## src/rmrt_pkg.sv

```systemverilog
`default_nettype none
package rmrt_pkg;

  localparam int OP_W = 3;
  localparam int ID_W = 32;
  localparam int NODE_IN_W = 8;
  localparam int ROT_W = 32;
  localparam int CODE_W = 2;

  localparam logic [OP_W-1:0] OP_ACTIVATE = 3'd0;
  localparam logic [OP_W-1:0] OP_JOIN     = 3'd1;
  localparam logic [OP_W-1:0] OP_ROTATE   = 3'd2;
  localparam logic [OP_W-1:0] OP_QUERY    = 3'd3;
  localparam logic [OP_W-1:0] OP_DISSOLVE = 3'd4;

  localparam logic [CODE_W-1:0] MODE_INACTIVE  = 2'd0;
  localparam logic [CODE_W-1:0] MODE_ACTIVE    = 2'd1;
  localparam logic [CODE_W-1:0] MODE_DISSOLVED = 2'd2;

  localparam logic [CODE_W-1:0] ST_OK      = 2'd0;
  localparam logic [CODE_W-1:0] ST_RANGE   = 2'd1;
  localparam logic [CODE_W-1:0] ST_SESSION = 2'd2;

  localparam logic [CODE_W-1:0] ROLE_NONE  = 2'd0;
  localparam logic [CODE_W-1:0] ROLE_WORK  = 2'd1;
  localparam logic [CODE_W-1:0] ROLE_WATCH = 2'd2;

  typedef struct packed {
    logic load;
    logic scan_en;
    logic exec;
  } rmrt_cmd_t;

  typedef struct packed {
    logic scan_done;
    logic count_over;
  } rmrt_sts_t;

endpackage
`default_nettype wire

```

## src/rally_membership_role_table_top.sv

```systemverilog
// Channel  Dir  Beat content (low bit first)
// s_axis   in   op[2:0], session_id[34:3], node[42:35]
// m_axis   out  status, role, mode_now, member_total, rotation_total, anchor_now
//
// One beat at a time: accept, scan the member table one slot per cycle
// (stops on a hit), then update state and load the output register.
// The table scan runs through the single read port of the member memory.
// A new beat is accepted while the previous result waits on m_tready.
// rst is synchronous: mode inactive, counts, id and anchor zero.
`default_nettype none
module rally_membership_role_table_top #(
  parameter int NODE_LIMIT   = 64,
  parameter int MEMBER_SLOTS = 16,
  localparam int NW = $clog2(NODE_LIMIT),
  localparam int CW = $clog2(MEMBER_SLOTS + 1),
  localparam int OUT_BITS = 3 * rmrt_pkg::CODE_W + CW + rmrt_pkg::ROT_W + NW,
  localparam int OUT_W = ((OUT_BITS + 7) / 8) * 8
) (
  input  wire logic              clk,
  input  wire logic              rst,
  input  wire logic              s_tvalid,
  output logic                   s_tready,
  // op, session_id, node
  input  wire logic [47:0]       s_tdata,
  output logic                   m_tvalid,
  input  wire logic              m_tready,
  // status, role, mode_now, member_total, rotation_total, anchor_now
  output logic [OUT_W-1:0]       m_tdata
);
  import rmrt_pkg::*;

  rmrt_cmd_t cmd;
  rmrt_sts_t sts;

  logic [CODE_W-1:0] status;
  logic [CODE_W-1:0] role;
  logic [CODE_W-1:0] mode_now;
  logic [CW-1:0]     member_total;
  logic [ROT_W-1:0]  rotation_total;
  logic [NW-1:0]     anchor_now;

  rmrt_ctrl u_ctrl (
    .clk       (clk),
    .rst       (rst),
    .in_valid  (s_tvalid),
    .in_ready  (s_tready),
    .out_valid (m_tvalid),
    .out_ready (m_tready),
    .sts       (sts),
    .cmd       (cmd)
  );

  rmrt_dp #(
    .NODE_LIMIT   (NODE_LIMIT),
    .MEMBER_SLOTS (MEMBER_SLOTS)
  ) u_dp (
    .clk            (clk),
    .rst            (rst),
    .cmd            (cmd),
    .op             (s_tdata[OP_W-1:0]),
    .session_id     (s_tdata[OP_W+ID_W-1:OP_W]),
    .node           (s_tdata[OP_W+ID_W+NODE_IN_W-1:OP_W+ID_W]),
    .sts            (sts),
    .status         (status),
    .role           (role),
    .mode_now       (mode_now),
    .member_total   (member_total),
    .rotation_total (rotation_total),
    .anchor_now     (anchor_now)
  );

  assign m_tdata = OUT_W'({anchor_now, rotation_total, member_total, mode_now, role, status});

  a_one_at_a_time: assert property (@(posedge clk) disable iff (rst)
    (s_tvalid && s_tready) |=> !s_tready)
    else $error("beat accepted while busy");

  a_exec_loads_out: assert property (@(posedge clk) disable iff (rst)
    cmd.exec |=> m_tvalid)
    else $error("result not presented after update");

  a_count_bound: assert property (@(posedge clk) disable iff (rst)
    !sts.count_over)
    else $error("member count above slot count");

  a_role_ok: assert property (@(posedge clk) disable iff (rst)
    (m_tvalid && (role != ROLE_NONE)) |-> (status == ST_OK))
    else $error("role given with error status");

endmodule
`default_nettype wire

```

## src/rmrt_ctrl.sv

```systemverilog
`default_nettype none
module rmrt_ctrl (
  input  wire logic              clk,
  input  wire logic              rst,
  input  wire logic              in_valid,
  output logic                   in_ready,
  output logic                   out_valid,
  input  wire logic              out_ready,
  input  wire rmrt_pkg::rmrt_sts_t sts,
  output rmrt_pkg::rmrt_cmd_t    cmd
);
  import rmrt_pkg::*;

  localparam logic [1:0] S_IDLE = 2'd0;
  localparam logic [1:0] S_SCAN = 2'd1;
  localparam logic [1:0] S_EXEC = 2'd2;

  logic [1:0] state;
  logic [1:0] state_next;
  logic       out_valid_next;
  logic       exec_go;

  assign in_ready = (state == S_IDLE);
  assign exec_go  = (state == S_EXEC) && (!out_valid || out_ready);

  always_comb begin
    cmd.load    = in_valid && (state == S_IDLE);
    cmd.scan_en = (state == S_SCAN);
    cmd.exec    = exec_go;
  end

  always_comb begin
    state_next = state;
    unique case (state)
      S_IDLE: begin
        if (in_valid) state_next = S_SCAN;
      end
      S_SCAN: begin
        if (sts.scan_done) state_next = S_EXEC;
      end
      S_EXEC: begin
        if (exec_go) state_next = S_IDLE;
      end
      default: state_next = S_IDLE;
    endcase
  end

  always_comb begin
    out_valid_next = out_valid;
    if (exec_go) begin
      out_valid_next = 1'b1;
    end else if (out_ready) begin
      out_valid_next = 1'b0;
    end
  end

  always_ff @(posedge clk) begin
    if (rst) begin
      state     <= S_IDLE;
      out_valid <= 1'b0;
    end else begin
      state     <= state_next;
      out_valid <= out_valid_next;
    end
  end

endmodule
`default_nettype wire

```

## src/rmrt_dp.sv

```systemverilog
`default_nettype none
module rmrt_dp #(
  parameter int NODE_LIMIT   = 64,
  parameter int MEMBER_SLOTS = 16,
  localparam int NW = $clog2(NODE_LIMIT),
  localparam int CW = $clog2(MEMBER_SLOTS + 1)
) (
  input  wire logic                                clk,
  input  wire logic                                rst,
  input  wire rmrt_pkg::rmrt_cmd_t                 cmd,
  input  wire logic [rmrt_pkg::OP_W-1:0]           op,
  input  wire logic [rmrt_pkg::ID_W-1:0]           session_id,
  input  wire logic [rmrt_pkg::NODE_IN_W-1:0]      node,
  output rmrt_pkg::rmrt_sts_t                      sts,
  output logic [rmrt_pkg::CODE_W-1:0]              status,
  output logic [rmrt_pkg::CODE_W-1:0]              role,
  output logic [rmrt_pkg::CODE_W-1:0]              mode_now,
  output logic [CW-1:0]                            member_total,
  output logic [rmrt_pkg::ROT_W-1:0]               rotation_total,
  output logic [NW-1:0]                            anchor_now
);
  import rmrt_pkg::*;

  localparam int IW = (MEMBER_SLOTS > 1) ? $clog2(MEMBER_SLOTS) : 1;
  localparam logic [NODE_IN_W:0] LIMIT = (NODE_IN_W + 1)'(NODE_LIMIT);
  localparam logic [CW-1:0] SLOTS = CW'(MEMBER_SLOTS);

  logic [OP_W-1:0]      op_r;
  logic [ID_W-1:0]      id_r;
  logic [NODE_IN_W-1:0] node_r;

  logic [CODE_W-1:0] mode;
  logic [ID_W-1:0]   sess;
  logic [NW-1:0]     anchor;
  logic [CW-1:0]     count;
  logic [ROT_W-1:0]  rot;

  logic [CODE_W-1:0] mode_next;
  logic [ID_W-1:0]   sess_next;
  logic [NW-1:0]     anchor_next;
  logic [CW-1:0]     count_next;
  logic [ROT_W-1:0]  rot_next;
  logic [CODE_W-1:0] status_next;
  logic [CODE_W-1:0] role_next;
  logic              wr_en;

  logic [NW-1:0] mem [MEMBER_SLOTS];
  logic [NW-1:0] rd_data;
  logic [CW-1:0] scan_idx;
  logic [IW-1:0] rd_idx;
  logic          rd_vld;
  logic          found;
  logic [IW-1:0] found_idx;
  logic          issue;
  logic          node_ok;
  logic          match;

  assign issue   = cmd.scan_en && !found && (scan_idx < count);
  assign node_ok = ({1'b0, node_r} < LIMIT);
  assign match   = (mode == MODE_ACTIVE) && (sess == id_r);

  always_comb begin
    sts.scan_done  = !rd_vld && (found || (scan_idx >= count));
    sts.count_over = (count > SLOTS);
  end

  always_ff @(posedge clk) begin
    if (cmd.load) begin
      op_r   <= op;
      id_r   <= session_id;
      node_r <= node;
    end
  end

  always_ff @(posedge clk) begin
    if (wr_en) mem[count[IW-1:0]] <= node_r[NW-1:0];
    if (issue) begin
      rd_data <= mem[scan_idx[IW-1:0]];
      rd_idx  <= scan_idx[IW-1:0];
    end
  end

  always_ff @(posedge clk) begin
    if (rst) begin
      scan_idx <= '0;
      rd_vld   <= 1'b0;
      found    <= 1'b0;
    end else if (cmd.load) begin
      scan_idx <= '0;
      rd_vld   <= 1'b0;
      found    <= 1'b0;
    end else begin
      rd_vld <= issue;
      if (issue) scan_idx <= scan_idx + CW'(1);
      if (rd_vld && !found && (NODE_IN_W'(rd_data) == node_r)) begin
        found     <= 1'b1;
        found_idx <= rd_idx;
      end
    end
  end

  always_comb begin
    mode_next   = mode;
    sess_next   = sess;
    anchor_next = anchor;
    count_next  = count;
    rot_next    = rot;
    status_next = ST_OK;
    role_next   = ROLE_NONE;
    wr_en       = 1'b0;
    case (op_r)
      OP_ACTIVATE: begin
        if (!node_ok) begin
          status_next = ST_RANGE;
        end else if (match) begin
          anchor_next = node_r[NW-1:0];
        end else begin
          count_next  = '0;
          rot_next    = '0;
          sess_next   = id_r;
          anchor_next = node_r[NW-1:0];
          mode_next   = MODE_ACTIVE;
        end
      end
      OP_JOIN: begin
        if (!node_ok) begin
          status_next = ST_RANGE;
        end else if (!match) begin
          status_next = ST_SESSION;
        end else if (found) begin
          status_next = ST_OK;
        end else if (count >= SLOTS) begin
          status_next = ST_SESSION;
        end else begin
          wr_en      = cmd.exec;
          count_next = count + CW'(1);
        end
      end
      OP_ROTATE: begin
        if (!match) status_next = ST_SESSION;
        else rot_next = rot + ROT_W'(1);
      end
      OP_QUERY: begin
        if ((mode == MODE_ACTIVE) && found) begin
          role_next = (found_idx[0] ^ rot[0]) ? ROLE_WATCH : ROLE_WORK;
        end
      end
      OP_DISSOLVE: begin
        if (mode != MODE_ACTIVE) begin
          if (!((mode == MODE_DISSOLVED) && (sess == id_r))) status_next = ST_SESSION;
        end else if (sess != id_r) begin
          status_next = ST_SESSION;
        end else begin
          mode_next = MODE_DISSOLVED;
        end
      end
      default: status_next = ST_SESSION;
    endcase
  end

  always_ff @(posedge clk) begin
    if (rst) begin
      mode   <= MODE_INACTIVE;
      sess   <= '0;
      anchor <= '0;
      count  <= '0;
      rot    <= '0;
    end else if (cmd.exec) begin
      mode   <= mode_next;
      sess   <= sess_next;
      anchor <= anchor_next;
      count  <= count_next;
      rot    <= rot_next;
    end
  end

  always_ff @(posedge clk) begin
    if (cmd.exec) begin
      status         <= status_next;
      role           <= role_next;
      mode_now       <= mode_next;
      member_total   <= count_next;
      rotation_total <= rot_next;
      anchor_now     <= anchor_next;
    end
  end

endmodule
`default_nettype wire
```

## config.mk

```make
export PLATFORM = sky130hd
export DESIGN_NAME = rally_membership_role_table_top
export DESIGN_NICKNAME = d
export VERILOG_FILES = /design/src/rmrt_pkg.sv /design/src/rally_membership_role_table_top.sv /design/src/rmrt_ctrl.sv /design/src/rmrt_dp.sv
export SDC_FILE = /design/constraint.sdc
export NUM_CORES = 1
export LEC_CHECK = 0
export ABC_AREA = 1
export BUFFER_PORTS_ARGS = -buffer_cell sky130_fd_sc_hd__buf_4
export CORE_ASPECT_RATIO = 2
export CORE_UTILIZATION = 30
export CTS_CLUSTER_DIAMETER = 30
export DETAILED_ROUTE_END_ITERATION = 6
export GPL_ROUTABILITY_DRIVEN = 0
export GPL_TIMING_DRIVEN = 0
export PLACE_DENSITY = 0.52
export SKIP_CTS_REPAIR_TIMING = 1
export SLEW_MARGIN = 20
export SYNTH_ARGS = -nofsm -noshare
export SYNTH_HDL_FRONTEND = slang
export SYNTH_SLANG_ARGS = --single-unit
```

## constraint.sdc

```tcl
create_clock -name clk -period 7.75 [get_ports clk]
set_input_delay 1.55 -clock clk [delete_from_list [all_inputs] [get_ports clk]]
set_output_delay 1.55 -clock clk [all_outputs]
set_load 0.1 [all_outputs]
```

==> summary.md <==
| Metric | Value |
|---|---|
| Status | `finished clean` |
| Crit Path Max Fanout | `13` |
| Mean area per synthesized cell | `9.07 sq um` |
| H-tree depth | `2` |
| Clock Skew | `14.2 ps` |
| Initial antenna violation count | `0` |
| CTS tree | `built` |
| Port bufs | `96` |
| Tmin final | `3400 ps` |
| Area of the multi-input gates | `4650 sq um` |
| Routed Antenna Nets | `0` |
| Mapped Cells | `1453` |
| Core area | `43400 sq um` |
| Max Cap Violations | `0` |
| CTS Buf Count | `43` |
| RSZ-0062 raised after global routing | `no` |
| Grt ovf | `0` |
| Antenna cells | `0` |
| Initial Utilization | `30.4%` |
| Clock Sinks | `283` |
| Layout cells sized above 1 | `13.2%` |
| Area Growth Syn to Fin | `23.1%` |
| First-pass GRT wire length | `59500 um` |
| Die Footprint | `44800 sq um` |
| Fin. max-slew vios | `0` |
| Post-synthesis sequential area ratio | `57.8%` |
| Clock-pin slew of the registers on the worst-case setup and hold paths | `60 ps` |
| Num rows | `between 100 and 150` |
| Utilization after layout | `around 37%` |
| Synthesis warning total | `0` |
| Hold_ws | `roughly 450 ps` |
| Commonest cells after routing, fill and taps aside | `nand2_1 (308), edfxtp_1 (196), nor2_1 (173)` |
| Required time worst endpoint | `8230 ps` |
| Fillcell total | `4361` |
| Most common cell after layout, fill and taps aside | `nand2_1` |
| Final Hold Vio Count | `0` |
| # DRC | `0` |
| Yosys reg bits | `283` |
| Number of global-route vias before repair | `10400` |
| Avg Vias per Cell | `4.83` |
| Actual slew at the worst max-slew pin | `861 ps` |
| Slew headroom | `42.3%` |
| Type of destination of the critical path | `flip-flop` |
| DP Wirelength | `29700 um` |
| Clk Latency, worst-skew pair | `around 550 ps` |
| Layout Nets | `1667` |
| Die W | `approximately 150 um` |
| Drt wl/cell | `between 15 and 20 um` |
| Final worst-path cycle share | `between 40% and 50%` |
| WL final | `39500 um` |
| DRT iter0 DRCs | `618` |
| Root Buffer | `clkbuf_16` |
| Largest net degree at the start of global routing | `53` |
| Register Area | `between 7000 and 8000 sq um` |
| Ports | `110` |
| Die Y | `298 um` |
| Worst hold path type | `reg2reg` |
| CP Data Arrival Time | `3880 ps` |
| Global-route usage over all layers | `17.8%` |
| Max Freq | `between 200 and 300 MHz` |
| P_leak | `6.43 nW` |
| Crit path kind | `reg2reg` |
| Critical Path Start Type | `flip-flop` |
| Distinct cells, synth | `44` |
| VDD IR-drop max | `around 0.14 mV` |
| Total Neg Setup Slack | `0 ps` |
| Cell Area, Synth | `13200 sq um` |
| Vias | `10600` |
| DRT Pass-1 Iters | `5` |
| Final setup violation count | `0` |
| PwrDens | `256 nW/um^2` |
| Clock Path Buffers | `3` |
metal layers:
layer | global-route usage, % | share of wire (%) | vias up
met1 | 16.7 | 33 | 4881
li1 | - | - | 5169
met3 | 2.69 | 4.2 | 151
met4 | 12.8 | 7.5 | 0
met2 | 34.2 | 55 | 358
met5 | 0 | 0 | -
cell families after synthesis:
| logic type | after synthesis | share of synthesized area (%) |
|---|---|---|
| AOI/OAI and AO/OA | 215 | 9.29 |
| buffers and inverters | 238 | 7.21 |
| muxes | 12 | 0.921 |
| DFF | 283 | 57.8 |
| adders and majority gates | 12 | 1.14 |
| xor gates and xnor gates | 50 | 3.32 |
| other | 1 | 0.0284 |
| and+or+nand+nor | 642 | 20.2 |
power breakdown:
part | leakage, nW | internal, W | switching, W | total (W)
clock | 0.749 | 0.00129 | 0.000778 | 0.00206
sequential | 2.51 | 0.00168 | 0.0000590 | 0.00174
combinational | 3.17 | 0.0000981 | 0.000258 | 0.000356
Yosys cell counts (all sizes together):
cell type / n / area (sq um)
nand2: 309 / 1160
edfxtp: 196 / 5890
nor2: 180 / 701
inv: 170 / 638
nand3: 111 / 573
o21ai: 97 / 485
dfxtp: 87 / 1740
a21oi: 71 / 355
clkbuf: 41 / 154
xor2: 34 / 298
nor3: 26 / 130
buf: 23 / 143
xnor2: 16 / 140
nand4: 13 / 81.3
o32ai: 13 / 114
ha: 12 / 150
mux2i: 11 / 110
o221ai: 11 / 96.3
o211ai: 8 / 60.1
a211oi: 7 / 52.6
clkinv: 4 / 16.3
a22oi: 2 / 15.0
a21boi: 1 / 7.51
a221oi: 1 / 8.76
conb: 1 / 3.75
mux2: 1 / 11.3
nand3b: 1 / 7.51
nor3b: 1 / 7.51
nor4: 1 / 6.26
o2111ai: 1 / 8.76
o21bai: 1 / 7.51
o22ai: 1 / 6.26
o31ai: 1 / 7.51
critical path, stage by stage, from the launching register on:
cell      delay [ps]
dfxtp_1          340
clkbuf_1         170
inv_1            110
clkbuf_1         430
buf_1            530
ha_1             250
inv_1             40
nand2_1           50
o211ai_1         100
nor3_2           670
a21boi_0         260
o21ai_0          220
nand3_1           90
inv_1             70
state kept, by name, summed over array words and instances (netlist names), 2 cells and up:
register,cells
u_dp.mem,96
u_dp.id_r,32
u_dp.rot,32
u_dp.rotation_total,32
u_dp.sess,32
u_dp.node_r,8
u_dp.anchor,6
u_dp.anchor_now,6
u_dp.rd_data,6
u_dp.count,5
u_dp.member_total,5
u_dp.scan_idx,5
u_dp.op_r,3
u_ctrl.state,2
u_dp.mode,2
u_dp.mode_now,2
u_dp.role,2
u_dp.status,2
final cells by class:
| class | count | area share [%] |
|---|---|---|
| buffer | 64 | 1.85 |
| clock inverter | 36 | 2.81 |
| sequential | 283 | 47.0 |
| clock buffer | 44 | 6.65 |
| timing repair buffer | 99 | 4.78 |
| multi-input combinational | 938 | 28.6 |
| tap | 550 | 4.24 |
| inverter | 174 | 4.03 |
final timing paths:
| path | start | endpoint | slack [ps] | depth (start not counted) |
|---|---|---|---|---|
| hold reg to reg | u_dp.rd_idx[0]$_DFFE_PP_ | u_dp.found_idx[0]$_DFFE_PP_ | 450 | 0 |
| setup / recovery | u_dp.scan_idx[0]$_SDFFE_PP0P_ | u_ctrl.state[0]$_SDFFE_PP0P_ | 4350 | 13 |
| hold / removal | u_dp.rd_idx[0]$_DFFE_PP_ | u_dp.found_idx[0]$_DFFE_PP_ | 450 | 0 |
| setup reg to reg | u_dp.scan_idx[0]$_SDFFE_PP0P_ | u_ctrl.state[0]$_SDFFE_PP0P_ | 4350 | 13 |
per-stage QoR:
stage               total power (W)  area, sq um  setup WS, ps  instances
finish                      0.00416        16200          4350       2188
floorplan                   0.00200        13200          3360       1459
CTS                         0.00421        16200          4350       2188
detailed placement          0.00213        14700          4000       2108
global route                0.00430        16200          4060       2188
global placement            0.00212        14600          2230       2105
Note: power is estimated with default switching activity, not from simulation.
